==> src/rtl/core/bvg_pkg.sv <==
// bvg_pkg: shared widths, curve tables, register indexes and control structs
// for the battery voltage gauge; no dependencies
package bvg_pkg;

   localparam int ADC_W         = 12;
   localparam int RATIO_W       = 4;
   localparam int MV_W          = 15;
   localparam int PCT_W         = 7;
   localparam int SEG_W         = 4;
   localparam int DX_W          = 8;
   localparam int DY_W          = 4;
   localparam int PROD_W        = DX_W + DY_W;
   localparam int DEN_W         = 8;
   localparam int CURVE_POINTS  = 14;
   localparam int SAMPLE_COUNT_DEF = 8;

   localparam int CSR_ADDR_W    = 4;
   localparam int CSR_DATA_W    = 32;

   localparam logic [MV_W-1:0]    MV_MAX         = 15'd32767;
   localparam logic [RATIO_W-1:0] RATIO_RESET    = 4'd2;
   localparam logic [MV_W-1:0]    VALID_MIN_RESET = 15'd2500;
   localparam logic [MV_W-1:0]    VALID_MAX_RESET = 15'd4500;
   localparam logic [PCT_W-1:0]   PCT_EMPTY      = 7'd0;
   localparam logic [PCT_W-1:0]   PCT_FULL       = 7'd100;

   // register indexes on the csr port (word address)
   localparam logic [1:0] REG_DIVIDER_RATIO = 2'd0;
   localparam logic [1:0] REG_VALID_MIN     = 2'd1;
   localparam logic [1:0] REG_VALID_MAX     = 2'd2;

   // lithium-ion discharge curve
   localparam logic [MV_W-1:0] CURVE_MV [CURVE_POINTS] = '{
      15'd3300, 15'd3500, 15'd3600, 15'd3700, 15'd3750, 15'd3800, 15'd3850,
      15'd3900, 15'd3950, 15'd4000, 15'd4050, 15'd4100, 15'd4150, 15'd4200
   };
   localparam logic [PCT_W-1:0] CURVE_PCT [CURVE_POINTS] = '{
      7'd0, 7'd3, 7'd8, 7'd15, 7'd25, 7'd35, 7'd50,
      7'd60, 7'd70, 7'd78, 7'd85, 7'd92, 7'd97, 7'd100
   };

   typedef struct packed {
      logic [RATIO_W-1:0] divider_ratio;
      logic [MV_W-1:0]    valid_min_mv;
      logic [MV_W-1:0]    valid_max_mv;
   } cfg_type;

   typedef struct packed {
      logic load_in;
      logic accum;
      logic div_start;
      logic latch_avg;
      logic latch_seg;
      logic latch_mul;
      logic latch_pct;
      logic load_rsp;
   } dp_cmd_type;

   typedef struct packed {
      logic batch_last;
      logic div_done;
   } dp_status_type;

endpackage

==> src/rtl/core/battery_voltage_gauge_top.sv <==
// battery_voltage_gauge_top: top level of the battery voltage gauge
// depends on bvg_pkg, bvg_csr, bvg_dpath (with bvg_div) and bvg_ctrl
//
//  channel   direction  handshake                 payload
//  req       in         req_valid / req_stall     req_adc_mv
//  rsp       out        rsp_valid / rsp_stall     rsp_battery_mv, rsp_reading_valid,
//                                                 rsp_charge_percent
//  csr       in/out     psel/penable, pready=1    paddr, pwdata, prdata
//
// each reading passes through capture, then scale and accumulate
// the last reading of a batch then goes through the average (reciprocal multiply),
// segment and product, the divider start, the 12-bit one-bit-per-cycle
// interpolation divider and its done flag, and the load of the output register
// before rsp_valid rises
// synchronous active-high reset clears the sequencer, sum, count and configuration registers
// a finished result sits in the output register; later readings are still
// taken while it is stalled, and the sequencer waits only when the next
// batch result is ready before the previous one has gone
module battery_voltage_gauge_top #(
   parameter int SAMPLE_COUNT = bvg_pkg::SAMPLE_COUNT_DEF
) (
   input  logic                           clock,
   input  logic                           reset,
   // reading input
   input  logic                           req_valid,
   output logic                           req_stall,
   input  logic [bvg_pkg::ADC_W-1:0]      req_adc_mv,
   // result output
   output logic                           rsp_valid,
   input  logic                           rsp_stall,
   output logic [bvg_pkg::MV_W-1:0]       rsp_battery_mv,
   output logic                           rsp_reading_valid,
   output logic [bvg_pkg::PCT_W-1:0]      rsp_charge_percent,
   // configuration
   input  logic                           csr_psel,
   input  logic                           csr_penable,
   input  logic                           csr_pwrite,
   input  logic [bvg_pkg::CSR_ADDR_W-1:0] csr_paddr,
   input  logic [bvg_pkg::CSR_DATA_W-1:0] csr_pwdata,
   output logic [bvg_pkg::CSR_DATA_W-1:0] csr_prdata,
   output logic                           csr_pready
);
   import bvg_pkg::*;

   cfg_type       cfg;
   dp_cmd_type    cmd;
   dp_status_type status;

   // divider ratio and valid window
   bvg_csr u_csr (
      .clock       (clock),
      .reset       (reset),
      .csr_psel    (csr_psel),
      .csr_penable (csr_penable),
      .csr_pwrite  (csr_pwrite),
      .csr_paddr   (csr_paddr),
      .csr_pwdata  (csr_pwdata),
      .csr_prdata  (csr_prdata),
      .csr_pready  (csr_pready),
      .cfg         (cfg)
   );

   // sequencer: owns both handshakes, drives datapath commands
   bvg_ctrl u_ctrl (
      .clock     (clock),
      .reset     (reset),
      .req_valid (req_valid),
      .req_stall (req_stall),
      .rsp_valid (rsp_valid),
      .rsp_stall (rsp_stall),
      .status    (status),
      .cmd       (cmd)
   );

   // arithmetic and output payload registers
   bvg_dpath #(
      .SAMPLE_COUNT (SAMPLE_COUNT)
   ) u_dpath (
      .clock              (clock),
      .reset              (reset),
      .cfg                (cfg),
      .cmd                (cmd),
      .status             (status),
      .req_adc_mv         (req_adc_mv),
      .rsp_battery_mv     (rsp_battery_mv),
      .rsp_reading_valid  (rsp_reading_valid),
      .rsp_charge_percent (rsp_charge_percent)
   );

endmodule

==> src/rtl/core/bvg_csr.sv <==
// bvg_csr: configuration registers behind the apb-style port
// depends on bvg_pkg
module bvg_csr (
   input  logic                              clock,
   input  logic                              reset,
   input  logic                              csr_psel,
   input  logic                              csr_penable,
   input  logic                              csr_pwrite,
   input  logic [bvg_pkg::CSR_ADDR_W-1:0]    csr_paddr,
   input  logic [bvg_pkg::CSR_DATA_W-1:0]    csr_pwdata,
   output logic [bvg_pkg::CSR_DATA_W-1:0]    csr_prdata,
   output logic                              csr_pready,
   output bvg_pkg::cfg_type                  cfg
);
   import bvg_pkg::*;

   cfg_type    cfg_ff, cfg_in;
   logic [1:0] reg_index;
   logic       wr_en;

   assign reg_index  = csr_paddr[CSR_ADDR_W-1:2];
   assign wr_en      = csr_psel && csr_penable && csr_pwrite;
   assign csr_pready = 1'b1;
   assign cfg        = cfg_ff;

   always_comb begin
      cfg_in = cfg_ff;
      if (wr_en) begin
         case (reg_index)
            REG_DIVIDER_RATIO: cfg_in.divider_ratio = csr_pwdata[RATIO_W-1:0];
            REG_VALID_MIN:     cfg_in.valid_min_mv  = csr_pwdata[MV_W-1:0];
            REG_VALID_MAX:     cfg_in.valid_max_mv  = csr_pwdata[MV_W-1:0];
            default:           cfg_in = cfg_ff;
         endcase
      end
   end

   always_comb begin
      case (reg_index)
         REG_DIVIDER_RATIO: csr_prdata = CSR_DATA_W'(cfg_ff.divider_ratio);
         REG_VALID_MIN:     csr_prdata = CSR_DATA_W'(cfg_ff.valid_min_mv);
         REG_VALID_MAX:     csr_prdata = CSR_DATA_W'(cfg_ff.valid_max_mv);
         default:           csr_prdata = '0;
      endcase
   end

   always_ff @(posedge clock) begin
      if (reset) begin
         cfg_ff.divider_ratio <= RATIO_RESET;
         cfg_ff.valid_min_mv  <= VALID_MIN_RESET;
         cfg_ff.valid_max_mv  <= VALID_MAX_RESET;
      end else begin
         cfg_ff <= cfg_in;
      end
   end

endmodule

==> src/rtl/core/bvg_div.sv <==
// bvg_div: restoring divider, one quotient bit per cycle
// standalone, used for the curve interpolation
module bvg_div #(
   parameter int NUM_W = 16,
   parameter int DEN_W = 8
) (
   input  logic             clock,
   input  logic             reset,
   input  logic             start,
   input  logic [NUM_W-1:0] num,
   input  logic [DEN_W-1:0] den,
   output logic [NUM_W-1:0] quotient,
   output logic             done
);
   localparam int CNT_W = $clog2(NUM_W + 1);

   logic [NUM_W-1:0] quo_ff, quo_in;
   logic [DEN_W-1:0] rem_ff, rem_in;
   logic [DEN_W-1:0] den_ff, den_in;
   logic [CNT_W-1:0] cnt_ff, cnt_in;
   logic             busy_ff, busy_in;
   logic             done_ff, done_in;
   logic [DEN_W:0]   shifted;
   logic [DEN_W:0]   diff;

   assign shifted  = {rem_ff, quo_ff[NUM_W-1]};
   assign diff     = shifted - {1'b0, den_ff};
   assign quotient = quo_ff;
   assign done     = done_ff;

   always_comb begin
      quo_in  = quo_ff;
      rem_in  = rem_ff;
      den_in  = den_ff;
      cnt_in  = cnt_ff;
      busy_in = busy_ff;
      done_in = 1'b0;
      if (start) begin
         quo_in  = num;
         rem_in  = '0;
         den_in  = den;
         cnt_in  = CNT_W'(NUM_W);
         busy_in = 1'b1;
      end else if (busy_ff) begin
         // partial remainder stays below the divisor
         if (!diff[DEN_W]) begin
            rem_in = diff[DEN_W-1:0];
            quo_in = {quo_ff[NUM_W-2:0], 1'b1};
         end else begin
            rem_in = shifted[DEN_W-1:0];
            quo_in = {quo_ff[NUM_W-2:0], 1'b0};
         end
         cnt_in = cnt_ff - 1'b1;
         if (cnt_ff == CNT_W'(1)) begin
            busy_in = 1'b0;
            done_in = 1'b1;
         end
      end
   end

   always_ff @(posedge clock) begin
      if (reset) begin
         busy_ff <= 1'b0;
         done_ff <= 1'b0;
         cnt_ff  <= '0;
      end else begin
         busy_ff <= busy_in;
         done_ff <= done_in;
         cnt_ff  <= cnt_in;
      end
      quo_ff <= quo_in;
      rem_ff <= rem_in;
      den_ff <= den_in;
   end

endmodule

==> src/rtl/core/bvg_dpath.sv <==
// bvg_dpath: scaling, batch sum, average, curve segment and percent datapath
// depends on bvg_pkg and bvg_div
module bvg_dpath #(
   parameter int SAMPLE_COUNT = bvg_pkg::SAMPLE_COUNT_DEF
) (
   input  logic                          clock,
   input  logic                          reset,
   input  bvg_pkg::cfg_type              cfg,
   input  bvg_pkg::dp_cmd_type           cmd,
   output bvg_pkg::dp_status_type        status,
   input  logic [bvg_pkg::ADC_W-1:0]     req_adc_mv,
   output logic [bvg_pkg::MV_W-1:0]      rsp_battery_mv,
   output logic                          rsp_reading_valid,
   output logic [bvg_pkg::PCT_W-1:0]     rsp_charge_percent
);
   import bvg_pkg::*;

   localparam int IDX_W = (SAMPLE_COUNT > 1) ? $clog2(SAMPLE_COUNT) : 1;
   localparam int SUM_W = MV_W + IDX_W;
   localparam logic [IDX_W-1:0] LAST_IDX = IDX_W'(SAMPLE_COUNT - 1);
   // average by reciprocal multiply, exact for every sum below 2**SUM_W
   localparam int AVG_SHIFT = SUM_W + $clog2(SAMPLE_COUNT);
   localparam int MUL_W     = SUM_W + 2;
   localparam int AVGP_W    = SUM_W + MUL_W;
   localparam logic [MUL_W-1:0] AVG_MUL =
      MUL_W'(((64'd1 << AVG_SHIFT) + 64'(SAMPLE_COUNT) - 64'd1) / 64'(SAMPLE_COUNT));

   logic [ADC_W-1:0]         adc_ff;
   logic [ADC_W+RATIO_W-1:0] scaled_raw;
   logic [MV_W-1:0]          scaled;
   logic [SUM_W-1:0]         sum_ff;
   logic [IDX_W-1:0]         idx_ff;
   logic [AVGP_W-1:0]        avg_prod;
   logic [MV_W-1:0]          avg_ff;
   logic                     lo_ff, hi_ff, valid_ff;
   logic [SEG_W-1:0]         seg_ff, seg_k, seg_prev;
   logic [PROD_W-1:0]        prod_ff;
   logic [PCT_W-1:0]         base_ff, pct_ff;
   logic [DEN_W-1:0]         span_ff;
   logic [MV_W-1:0]          dx_full, span_full;
   logic [PCT_W-1:0]         dy_full, pct_sum;
   logic [PROD_W-1:0]        div_quo;
   logic                     batch_last;
   logic                     div_done;
   logic [MV_W-1:0]          rsp_mv_ff;
   logic                     rsp_valid_bit_ff;
   logic [PCT_W-1:0]         rsp_pct_ff;

   assign scaled_raw = adc_ff * cfg.divider_ratio;
   assign scaled = (scaled_raw > (ADC_W+RATIO_W)'(MV_MAX)) ? MV_MAX
                                                           : scaled_raw[MV_W-1:0];

   assign batch_last = (idx_ff == LAST_IDX);
   assign status     = '{batch_last: batch_last, div_done: div_done};

   assign avg_prod = AVGP_W'(sum_ff) * AVGP_W'(AVG_MUL);

   // first curve point at or above the average
   always_comb begin
      seg_k = SEG_W'(CURVE_POINTS - 1);
      for (int i = CURVE_POINTS - 1; i >= 1; i--) begin
         if (avg_ff <= CURVE_MV[i]) seg_k = SEG_W'(i);
      end
   end

   assign seg_prev  = seg_ff - 1'b1;
   assign dx_full   = avg_ff - CURVE_MV[seg_prev];
   assign dy_full   = CURVE_PCT[seg_ff] - CURVE_PCT[seg_prev];
   assign span_full = CURVE_MV[seg_ff] - CURVE_MV[seg_prev];

   bvg_div #(
      .NUM_W (PROD_W),
      .DEN_W (DEN_W)
   ) u_div (
      .clock    (clock),
      .reset    (reset),
      .start    (cmd.div_start),
      .num      (prod_ff),
      .den      (span_ff),
      .quotient (div_quo),
      .done     (div_done)
   );

   assign pct_sum = base_ff + div_quo[PCT_W-1:0];

   always_ff @(posedge clock) begin
      if (reset) begin
         sum_ff <= '0;
         idx_ff <= '0;
      end else if (cmd.accum) begin
         sum_ff <= sum_ff + SUM_W'(scaled);
         idx_ff <= batch_last ? '0 : idx_ff + 1'b1;
      end else if (cmd.load_rsp) begin
         sum_ff <= '0;
      end
   end

   always_ff @(posedge clock) begin
      if (cmd.load_in) adc_ff <= req_adc_mv;
      if (cmd.latch_avg) avg_ff <= avg_prod[AVG_SHIFT +: MV_W];
      if (cmd.latch_seg) begin
         seg_ff   <= seg_k;
         lo_ff    <= (avg_ff <= CURVE_MV[0]);
         hi_ff    <= (avg_ff >= CURVE_MV[CURVE_POINTS-1]);
         valid_ff <= (avg_ff >= cfg.valid_min_mv) && (avg_ff <= cfg.valid_max_mv);
      end
      if (cmd.latch_mul) begin
         // curve ends add nothing on top of the end value
         prod_ff <= (lo_ff || hi_ff) ? '0
                                     : dx_full[DX_W-1:0] * dy_full[DY_W-1:0];
         base_ff <= lo_ff ? PCT_EMPTY : (hi_ff ? PCT_FULL : CURVE_PCT[seg_prev]);
         span_ff <= span_full[DEN_W-1:0];
      end
      if (cmd.latch_pct) pct_ff <= valid_ff ? pct_sum : PCT_EMPTY;
      if (cmd.load_rsp) begin
         rsp_mv_ff        <= avg_ff;
         rsp_valid_bit_ff <= valid_ff;
         rsp_pct_ff       <= pct_ff;
      end
   end

   assign rsp_battery_mv     = rsp_mv_ff;
   assign rsp_reading_valid  = rsp_valid_bit_ff;
   assign rsp_charge_percent = rsp_pct_ff;

endmodule

==> src/rtl/core/bvg_ctrl.sv <==
// bvg_ctrl: sequencer for accumulate, average, interpolate and result hand-off
// depends on bvg_pkg
module bvg_ctrl (
   input  logic                   clock,
   input  logic                   reset,
   input  logic                   req_valid,
   output logic                   req_stall,
   output logic                   rsp_valid,
   input  logic                   rsp_stall,
   input  bvg_pkg::dp_status_type status,
   output bvg_pkg::dp_cmd_type    cmd
);
   import bvg_pkg::*;

   typedef enum logic [3:0] {
      S_IDLE,
      S_ACC,
      S_AVG,
      S_SEG,
      S_MUL,
      S_PCT_START,
      S_PCT_WAIT,
      S_EMIT
   } state_type;

   state_type state_ff, state_in;
   logic      rsp_valid_ff, rsp_valid_in;
   logic      out_free;

   assign req_stall = (state_ff != S_IDLE);
   assign rsp_valid = rsp_valid_ff;
   assign out_free  = !rsp_valid_ff || !rsp_stall;

   always_comb begin
      cmd          = '0;
      state_in     = state_ff;
      rsp_valid_in = rsp_valid_ff && rsp_stall;
      case (state_ff)
         S_IDLE: begin
            if (req_valid) begin
               cmd.load_in = 1'b1;
               state_in    = S_ACC;
            end
         end
         S_ACC: begin
            cmd.accum = 1'b1;
            state_in  = status.batch_last ? S_AVG : S_IDLE;
         end
         S_AVG: begin
            cmd.latch_avg = 1'b1;
            state_in      = S_SEG;
         end
         S_SEG: begin
            cmd.latch_seg = 1'b1;
            state_in      = S_MUL;
         end
         S_MUL: begin
            cmd.latch_mul = 1'b1;
            state_in      = S_PCT_START;
         end
         S_PCT_START: begin
            cmd.div_start = 1'b1;
            state_in      = S_PCT_WAIT;
         end
         S_PCT_WAIT: begin
            if (status.div_done) begin
               cmd.latch_pct = 1'b1;
               state_in      = S_EMIT;
            end
         end
         S_EMIT: begin
            if (out_free) begin
               cmd.load_rsp = 1'b1;
               rsp_valid_in = 1'b1;
               state_in     = S_IDLE;
            end
         end
         default: state_in = S_IDLE;
      endcase
   end

   always_ff @(posedge clock) begin
      if (reset) begin
         state_ff     <= S_IDLE;
         rsp_valid_ff <= 1'b0;
      end else begin
         state_ff     <= state_in;
         rsp_valid_ff <= rsp_valid_in;
      end
   end

endmodule
==> config.mk <==
export PLATFORM = sky130hd
export DESIGN_NAME = battery_voltage_gauge_top
export DESIGN_NICKNAME = d
export VERILOG_FILES = /design/src/rtl/core/bvg_pkg.sv /design/src/rtl/core/battery_voltage_gauge_top.sv /design/src/rtl/core/bvg_csr.sv /design/src/rtl/core/bvg_div.sv /design/src/rtl/core/bvg_dpath.sv /design/src/rtl/core/bvg_ctrl.sv
export SDC_FILE = /design/constraint.sdc
export NUM_CORES = 1
export LEC_CHECK = 0
export ABC_CLOCK_PERIOD_IN_PS = 8000
export BUFFER_PORTS_ARGS = -buffer_cell sky130_fd_sc_hd__buf_2
export CAP_MARGIN = 10
export CORE_MARGIN = 3
export CORE_UTILIZATION = 50
export CTS_CLUSTER_DIAMETER = 80
export DETAILED_ROUTE_END_ITERATION = 10
export GPL_TIMING_DRIVEN = 0
export PLACE_DENSITY = 0.73
export SYNTH_ARGS = -nofsm -noshare
export SYNTH_HDL_FRONTEND = slang
export SYNTH_SLANG_ARGS = --single-unit
export TNS_END_PERCENT = 1
==> constraint.sdc <==
create_clock -name clock -period 8 [get_ports clock]
set_input_delay 1.2 -clock clock [delete_from_list [all_inputs] [get_ports clock]]
set_output_delay 1.2 -clock clock [all_outputs]
set_load 0.01 [all_outputs]
==> metrics.cfg, run 1 <==
[status]
status=complete, no violations

[worst_setup_path]
worstPathArrival_ns=7.45
critPathMaxStageDelay_ns=0.50
endpoint_kind=flop
r2r_cells=28
slowest_stage=edfxtp_1
start_kind=flop
crit_fanout=10
crit_type=reg2reg
timing.rr.start=u_dpath.seg_ff[1]
critPathLaunch=u_dpath.seg_ff[1]
reg2reg_setup_slack_ns=0.73
r2r_end=u_dpath.prod_ff[11]
critical_path_required_ns=8.18

[placement]
dp.final_hpwl_mm=22.9
gp_congestion=0.894
placed_cell_area_um2=13500
io_buffer_count=74

[floorplanning]
die_w_um=165
ioPinCount=113
die_y_um=165
core_area_um2=24600
initial_core_util_pct=51.4
dieArea_um2=27300
rows=57

[timing]
hold_viol=0
relSlewSlack_pct=29.0
clock.fmax_ghz=0.138
skew_ns=0.0144
worst_pin_slew_ns=1.06
setup-violations-final=0
rsz0062_at_grt=false
finalCritPeriodShare_pct=90.9
final-max-slew-violation-count=0
period_needed_ns=7.27
final.setup.tns_ns=0

[clock_network]
cts_tree=yes
htreeDepth=4
cts_made_buffers=17
clkSlewWorstSetupHoldPaths_ns=0.07
clock_sink_count=182
clock_path_buffers=2
cts_root_buffer=clkbuf_16
clk-insertion-delay-late_ns=0.44

[routing]
detail-route-antenna-nets=0
first_pass_iters=5
drt-vias-per-instance=5.54
drt_wl_total_mm=29.7
drtIter0Drc=747
remaining_drc_errors=0
vias=10126
wire_per_inst_um=16.2

[pwr]
leakage_nw=6.11
p_int_w=0.00155
vdd_drop_max_uv=122
p_clk_share_pct=40.9
p_seq_share_pct=48.5
power_switching_share_pct=26.3
total_power_w=0.00210
powerDensity_nw_per_um2=149
netSwitchingPower_w=0.000552
power_frac_comb_pct=10.6

[grt]
antenna_found_initial=0
grt_pass1_vias=9787
track_usage_pct=22.2
grt-ovfl-total=0
grt_max_degree=26
grt_pass1_wl_mm=48.1

[synthesis]
synth_warnings=0
netlist_area_um2=12700
async_flop_share_pct=0
netlist_instances=1380
seq_area_frac_synth_pct=37.4
synth-seq-cells=182
synth_area_per_cell_um2=9.17
synth_cell_types=66
synthFlopType=edfxtp_1
synth_edf_count=109

[finish]
drive_above_1_share_pct=9.50
final_area_um2=14100
syn2layout_area_growth_pct=11.7
nNetsFinal=1709
n_fill_cell=2130
n_antenna_cell=0

[min_path]
min_to=u_dpath.u_div.den_ff[4]
hp-start=u_dpath.span_ff[4]
whs_path_depth=0
hold_class=reg2reg

[run]
drv_cap=0

registers in the layout, summed over array words and instances (netlist names), 3 cells and up:
signal and cells:
u_csr.cfg 34, u_ctrl.state_ff 3, u_dpath.adc_ff 12, u_dpath.avg_ff 15, u_dpath.base_ff 7, u_dpath.idx_ff 3
u_dpath.pct_ff 7, u_dpath.prod_ff 12, u_dpath.rsp_battery_mv 15, u_dpath.rsp_charge_percent 7, u_dpath.seg_ff 4, u_dpath.span_ff 7
u_dpath.sum_ff 18, u_dpath.u_div.cnt_ff 4, u_dpath.u_div.den_ff 7, u_dpath.u_div.quotient 12, u_dpath.u_div.rem_ff 8
routing by layer:
metal | share of wire, % | GRT usage (%) | vias to the layer above
met5 | 0 | 0 | -
met4 | 1.9 | 6.14 | 0
met3 | 7.0 | 3.57 | 55
met2 | 46 | 36.1 | 351
met1 | 45 | 30.7 | 4719
li1 | - | - | 5001
Yosys cell counts (3+ instances only):
cell / n / share of area [%]
and2_1: 52 / 2.6
and3_1: 5 / 0.25
o22ai_1: 3 / 0.15
dfxtp_1: 73 / 12
o21a_1: 12 / 0.71
nor2b_1: 23 / 1.1
edfxtp_1: 109 / 26
a2111oi_0: 5 / 0.35
a211oi_1: 8 / 0.47
nand3b_1: 4 / 0.24
nor3_1: 16 / 0.63
clkbuf_1: 49 / 1.5
a211o_1: 13 / 0.90
nand4_1: 4 / 0.20
nand2_1: 182 / 5.4
or3_1: 11 / 0.54
nor4_1: 4 / 0.20
or2_2: 5 / 0.25
ha_1: 124 / 12
a22o_1: 12 / 0.83
nand3_1: 32 / 1.3
xnor2_1: 32 / 2.2
a21boi_0: 3 / 0.18
a21o_1: 24 / 1.4
o22a_1: 3 / 0.21
o221ai_1: 3 / 0.21
nand2b_1: 16 / 0.79
o21ai_0: 55 / 2.2
fa_1: 38 / 6.0
buf_4: 18 / 1.1
o21bai_1: 8 / 0.47
xor2_1: 24 / 1.7
inv_1: 113 / 3.4
o31ai_1: 10 / 0.59
nor3b_1: 6 / 0.36
nor2_1: 96 / 2.8
a31oi_1: 12 / 0.59
a21oi_1: 120 / 4.7
mux2i_1: 16 / 1.3
worst max-delay path: cells and delay by family, from the launching register on:
kind                     cells  cell delay, ns
buffers and inverters        6            1.39
adder cells (fa/ha/maj)      5            1.94
XOR/XNOR                     3            0.71
AO/OA/AOI/OAI                8            1.48
flip-flops                   1            0.50
AND/OR/NAND/NOR              6            0.97
power by group through the flow:
stage	clock network, W	logic, W	registers, W
6_report	0.000860	0.000222	0.00102
5_1_grt	0.000911	0.000251	0.00102
4_1_cts	0.000871	0.000221	0.00102
3_5_place_dp	0	0.000218	0.00104
3_3_place_gp	0	0.000210	0.00104
2_1_floorplan	0	0.000167	0.00103
cells by family after synthesis:
group / count (synthesis) / share of synthesized area [%]
adder cells (fa/ha/maj): 162 / 18.3
AND/OR/NAND/NOR: 468 / 17.6
XOR/XNOR: 56 / 3.88
buffers and inverters: 185 / 6.09
multiplexers: 17 / 1.35
other: 2 / 0.0594
AO/OA/AOI/OAI: 308 / 15.4
flip-flops: 182 / 37.4
cells in the final DEF (no fill, tap or decap), types with 38 or more instances in the layout:
master / n
a21oi_1: 120
and2_1: 52
buf_2: 75
clkbuf_1: 50
dfxtp_1: 73
edfxtp_1: 109
fa_1: 38
ha_1: 124
inv_1: 113
nand2_1: 182
nor2_1: 96
o21ai_0: 55
per-stage QoR:
step / setup WS, ns / util, % / hold WS [ns] / instances
floorplan: 1.67 / - / 0.400 / 1396
global placement: 0.685 / 54.8 / 0.403 / 1794
detailed placement: 0.647 / 54.9 / 0.405 / 1796
CTS: 0.625 / 57.4 / 0.420 / 1828
global route: 0.107 / 57.5 / 0.424 / 1829
finish: 0.731 / 57.5 / 0.415 / 1829
cell type report:
type	instances	area (um^2)	area share [%]
sequential	182	4730	33.5
multi-input combinational	1029	7220	51.1
inverter	114	428	3.03
timing repair buffer	77	397	2.81
tap	324	405	2.87
clock buffer	18	429	3.04
clock inverter	14	181	1.28
buffer	71	343	2.42
timing repair:
item / in CTS / in global routing
setup buffers: 0 / 0
setup endpoints to repair: 0 / 1
resized for setup: 0 / 1
hold buffers: 0 / 0
worst max path at each step:
stage / to / cells past startpoint / slack, ns
floorplan: u_dpath.prod_ff[11] / 29 / 1.67
global placement: u_dpath.prod_ff[11] / 27 / 0.69
detailed placement: u_dpath.prod_ff[11] / 29 / 0.65
CTS: u_dpath.prod_ff[11] / 29 / 0.62
global route: u_dpath.prod_ff[11] / 28 / 0.11
finish: u_dpath.prod_ff[11] / 28 / 0.73
No activity file was read; power rests on OpenSTA's default activity.
==> run 2, diff against run 1 <==
- MAX_ROUTING_LAYER: unset -> met4
==> metrics.cfg, run 2 (synthesis results as in run 1) <==
[worst_setup_path]
slowest_stage=fa_1
r2r_cells=29
worstPathArrival_ns=7.39
crit_fanout=10
reg2reg_setup_slack_ns=0.78
timing.rr.start=u_dpath.seg_ff[1]
cp-endpoint=u_dpath.prod_ff[11]
critPathMaxStageDelay_ns=0.55
critical_path_required_ns=8.16
critPathLaunch=u_dpath.seg_ff[1]
r2r_end=u_dpath.prod_ff[11]
start_kind=flop
crit_type=reg2reg
endpoint_kind=flop

[floorplanning]
rows=57
die_y_um=165
die_w_um=165
ioPinCount=113
dieArea_um2=27300
core_area_um2=24600
initial_core_util_pct=51.4

[finish]
n_fill_cell=2123
drive_above_1_share_pct=9.50
post-route-util_pct=57.3
multi_input_area_um2=7220
largest_reg_flops=34
regArea_um2=4730
nNetsFinal=1709
layout_common_cells=182 x nand2_1, 124 x ha_1, 120 x a21oi_1
final_common_cell=nand2_1
n_antenna_cell=0
syn2layout_area_growth_pct=11.4

[clock_network]
clock_sink_count=182
cts_made_buffers=17
cts_tree=yes
clock_path_buffers=2
cts_root_buffer=clkbuf_16
postCtsHoldBufs=0
clkSlewWorstSetupHoldPaths_ns=0.07
htreeDepth=4
clk-insertion-delay-late_ns=0.43

[pwr]
power_frac_comb_pct=10.8
vdd_drop_max_uv=110
powerDensity_nw_per_um2=147
total_power_w=0.00207
p_seq_share_pct=49.3
leakage_nw=6.10
p_int_w=0.00152
power_switching_share_pct=26.4
netSwitchingPower_w=0.000545
p_clk_share_pct=39.9

[grt]
grt-ovfl-total=0
antenna_found_initial=0
grt_pass1_vias=9926
grt_pass1_wl_mm=48.7
grt_max_degree=26
track_usage_pct=23.1

[timing]
clock.fmax_ghz=0.138
holdWs_ns=0.422
rsz0062_at_grt=false
relSlewSlack_pct=29.7
setup-violations-final=0
finalCritPeriodShare_pct=90.3
final.setup.tns_ns=0
worst_pin_slew_ns=1.05
skew_ns=0.0167
period_needed_ns=7.22
finalWorstSetupSlack_ns=0.776
hold_viol=0
final-max-slew-violation-count=0

[routing]
remaining_drc_errors=0
drt-vias-per-instance=5.60
drt_wl_total_mm=29.6
drtIter0Drc=844
vias=10237
first_pass_iters=6
detail-route-antenna-nets=0
wire_per_inst_um=16.2

[min_path]
hold_class=reg2reg

[placement]
gp_congestion=0.912
dp.final_hpwl_mm=22.8
pre_cts_slack_ns=0.659
io_buffer_count=74

[status]
status=complete, no violations

[run]
drv_cap=0

==> run 2: changes by cell type in the layout (fill, tap and decap cells not counted), sizes merged <==
cell and change:
clkinv -5, inv +5, bufinv -1, clkbuf +1
==> run 2: how the worst min path moves through the flow <==
stage / startpoint / endpoint / cells after the start
floorplan: u_dpath.pct_ff[0] / u_dpath.rsp_charge_percent[0] / 0
global placement: u_dpath.pct_ff[0] / u_dpath.rsp_charge_percent[0] / 0
detailed placement: u_dpath.span_ff[2] / u_dpath.u_div.den_ff[2] / 0
CTS: u_dpath.span_ff[5] / u_dpath.u_div.den_ff[5] / 0
global route: u_dpath.pct_ff[5] / u_dpath.rsp_charge_percent[5] / 0
finish: u_dpath.span_ff[5] / u_dpath.u_div.den_ff[5] / 0
==> run 2: critical path, delay by kind of cell (launching register included) <==
kind | cells | cell delay (ns)
AOI/OAI and AO/OA | 9 | 1.77
adders and majority gates | 5 | 1.77
xor gates and xnor gates | 3 | 0.61
and+or+nand+nor | 6 | 0.96
DFF | 1 | 0.47
buffers and inverters | 6 | 1.36
==> run 2: through the flow <==
step	cell area [um^2]	instances
final	14100	1829
after global routing	14100	1829
after CTS	14100	1828
after detailed placement	13500	1796
after global placement	13500	1794
after floorplan	12700	1396
==> run 2: final cells by class <==
type	instances	area share, %
multi-input cells	1029	51.2
inverters	114	3.04
plain buffers	71	2.43
clock inverters	13	0.879
repair buffers	77	2.81
clock buffers	19	3.14
flip-flops and latches	182	33.6
well taps	324	2.88
==> run 2: repair_timing <==
action	4_1_cts	5_1_grt
setup buffers	0	0
resized for setup	0	1
endpoints found under the setup margin	0	1
==> run 2: layer usage <==
metal / share of wire, % / vias to the layer above / track usage, %
met2: 46 / 391 / 36.4
met5: 0 / - / -
met1: 45 / 4774 / 30.9
met3: 7.1 / 58 / 3.67
li1: - / 5014 / -
met4: 2.3 / 0 / 6.75
==> run 2: power groups by stage <==
| stage | combinational [W] | clock, W | sequential, W |
|---|---|---|---|
| final | 0.000224 | 0.000824 | 0.00102 |
| after global routing | 0.000252 | 0.000872 | 0.00102 |
| after floorplan | 0.000167 | 0 | 0.00103 |
| after global placement | 0.000210 | 0 | 0.00104 |
| after detailed placement | 0.000218 | 0 | 0.00104 |
| after CTS | 0.000221 | 0.000834 | 0.00102 |
==> run 3, diff against run 2 <==
- CELL_PAD_IN_SITES_DETAIL_PLACEMENT: unset -> 0
- CELL_PAD_IN_SITES_GLOBAL_PLACEMENT: unset -> 1
- CORE_UTILIZATION: 50 -> 48
- CTS_BUF_LIST: unset -> sky130_fd_sc_hd__clkbuf_8 sky130_fd_sc_hd__clkbuf_16
- PLACE_DENSITY: 0.73 -> 0.86
- SYNTH_HIERARCHICAL: unset -> 1
==> metrics.cfg, run 3 <==
[worst_setup_path]
crit_fanout=11
crit_type=reg2reg
slowest_stage=fa_1
timing.rr.start=u_dpath/seg_ff[1]
critPathBufInv=5
worstSetupPathDepth=25
endpoint_kind=flop
critical_path_required_ns=8.18
cp_top_family=adder cells
start_kind=flop
r2r_cells=25
worstPathArrival_ns=7.22
critPathLaunch=u_dpath/seg_ff[1]
reg2reg_setup_slack_ns=0.97
critPathMaxStageDelay_ns=0.54

[grt]
grt_pass1_wl_mm=52.1
track_usage_pct=21.6
grt_pass1_vias=10296
grt-ovfl-total=0
antenna_found_initial=0
grt_max_degree=28

[timing]
skew_ns=0.0185
relSlewSlack_pct=34.2
setup-violations-final=0
clock.fmax_ghz=0.142
finalWorstSetupSlack_ns=0.967
hold_viol=0
final-max-slew-violation-count=0
final.setup.tns_ns=0
period_needed_ns=7.03
finalCritPeriodShare_pct=87.9
worst_pin_slew_ns=0.985
rsz0062_at_grt=false

[synthesis]
netlist_instances=1424
seq_area_frac_synth_pct=35.3
synth_xor_area_share_pct=3.37
synth_edf_count=110
async_flop_share_pct=0
synth_top_area_share_pct=24.5
ys_top_cells_by_count=125 x ha_1, 120 x inv_1, 113 x nor2_1, 110 x edfxtp_1, 88 x nand2_1
synth_warnings=6
synth_area_per_cell_um2=9.48
synth_simple_gate_area_share_pct=18.6
synth_area_leaders=edfxtp_1 24%, ha_1 12%, dfxtp_1 11%, fa_1 5.6%, mux2i_1 3.4%
synth-compound-area-share_pct=14.6
netlist_area_um2=13500
synthFlopType=edfxtp_1
yosysTopAreaCell=edfxtp_1
synth_cell_types=88
synth_mux_area_share_pct=4.41
synth_top_family_by_area=simple AND/OR/NAND/NOR gates
synth.most_common_cell=ha_1
synth-seq-cells=183
synthAdderAreaFrac_pct=17.2

[finish]
nNetsFinal=1753
n_antenna_cell=0
largest_reg_flops=34
fin_cells=1920
drive_above_1_share_pct=10.9
final_common_cell=ha_1
layout_common_cells=125 x ha_1, 120 x inv_1, 113 x nor2_1
syn2layout_area_growth_pct=11.8
final_area_um2=15100

[placement]
pre_cts_slack_ns=0.994
gp_congestion=0.911
io_buffer_count=73
dp_cells=1887
dp.final_hpwl_mm=23.6
placed_cell_area_um2=14400

[pwr]
leakage_nw=6.53
powerDensity_nw_per_um2=147
vdd_drop_max_uv=141

[floorplanning]
ioPinCount=113
rows=60
die_w_um=174
core_area_um2=27300
dieArea_um2=30200
die_y_um=174
initial_core_util_pct=49.4

[clock_network]
htreeDepth=4
cts_root_buffer=clkbuf_16
cts_setup_buffers=0
ctsResizeCount=0
clk-insertion-delay-late_ns=0.45
cts_made_buffers=17
clock_path_buffers=2
postCtsHoldBufs=0
cts_tree=yes
clock_sink_count=183
clkSlewWorstSetupHoldPaths_ns=0.08

[routing]
drtIter0Drc=798
detail-route-antenna-nets=0
remaining_drc_errors=0
drt_wl_total_mm=31.2
wire_per_inst_um=16.3
vias=10522
first_pass_iters=5
drt-vias-per-instance=5.48

[min_path]
hp-start=u_dpath/span_ff[6]
hold_class=reg2reg
whs_path_depth=0

[status]
status=complete, no violations

[run]
drv_cap=0

## run 3: changes by cell type in the layout (fill, tap and decap cells not counted), moves of 12 or more
cell / delta
nor3b_1: +12
nor2_1: +17
nand3_1: -15
mux2i_1: +30
nand2_1: -94
nand2b_1: +53
a21oi_1: -44
## run 3: metal layers
metal | vias up | track usage (%) | wire length, um | share of wire (%)
li1 | 5209 | - | - | -
met1 | 5022 | 29.8 | 15200 | 49
met2 | 253 | 33.5 | 14000 | 45
met3 | 38 | 3.79 | 1560 | 5.0
met4 | 0 | 5.06 | 467 | 1.5
met5 | - | - | 0 | 0
## run 3: stage by stage
stage	hold WS, ns	total power [W]	utilization [%]
2_1_floorplan	0.400	0.00125	-
3_3_place_gp	0.405	0.00132	52.7
3_5_place_dp	0.405	0.00132	52.8
4_1_cts	0.412	0.00223	55.2
5_1_grt	0.428	0.00231	55.2
6_report	0.408	0.00221	55.2
## run 3: cell type report
type,instances,area [um^2]
plain buffers,75,404
multi-input cells,1060,7950
repair buffers,76,399
clock inverters,15,224
fillers,2471,12200
flip-flops and latches,183,4760
inverters,122,458
well taps,372,465
clock buffers,17,425
## run 3: worst paths after layout
check / to
hold / removal: u_dpath/u_div/den_ff[6]
setup reg to reg: u_dpath/prod_ff[10]
setup / recovery: u_dpath/prod_ff[10]
hold reg to reg: u_dpath/u_div/den_ff[6]
## run 3: logic make-up after synthesis
group,after synthesis
simple gates,468
compound gates,300
buf+inv,197
flops,183
fa+ha+maj,163
mux,58
xor+xnor,52
other cells,3
## run 3: report_power, final
group	total (W)	switching, W	leakage [nW]	internal, W
registers	0.00103	0.0000178	1.60	0.00101
logic	0.000277	0.000160	4.62	0.000117
clock network	0.000907	0.000464	0.312	0.000443
total	0.00221	0.000642	6.53	0.00157
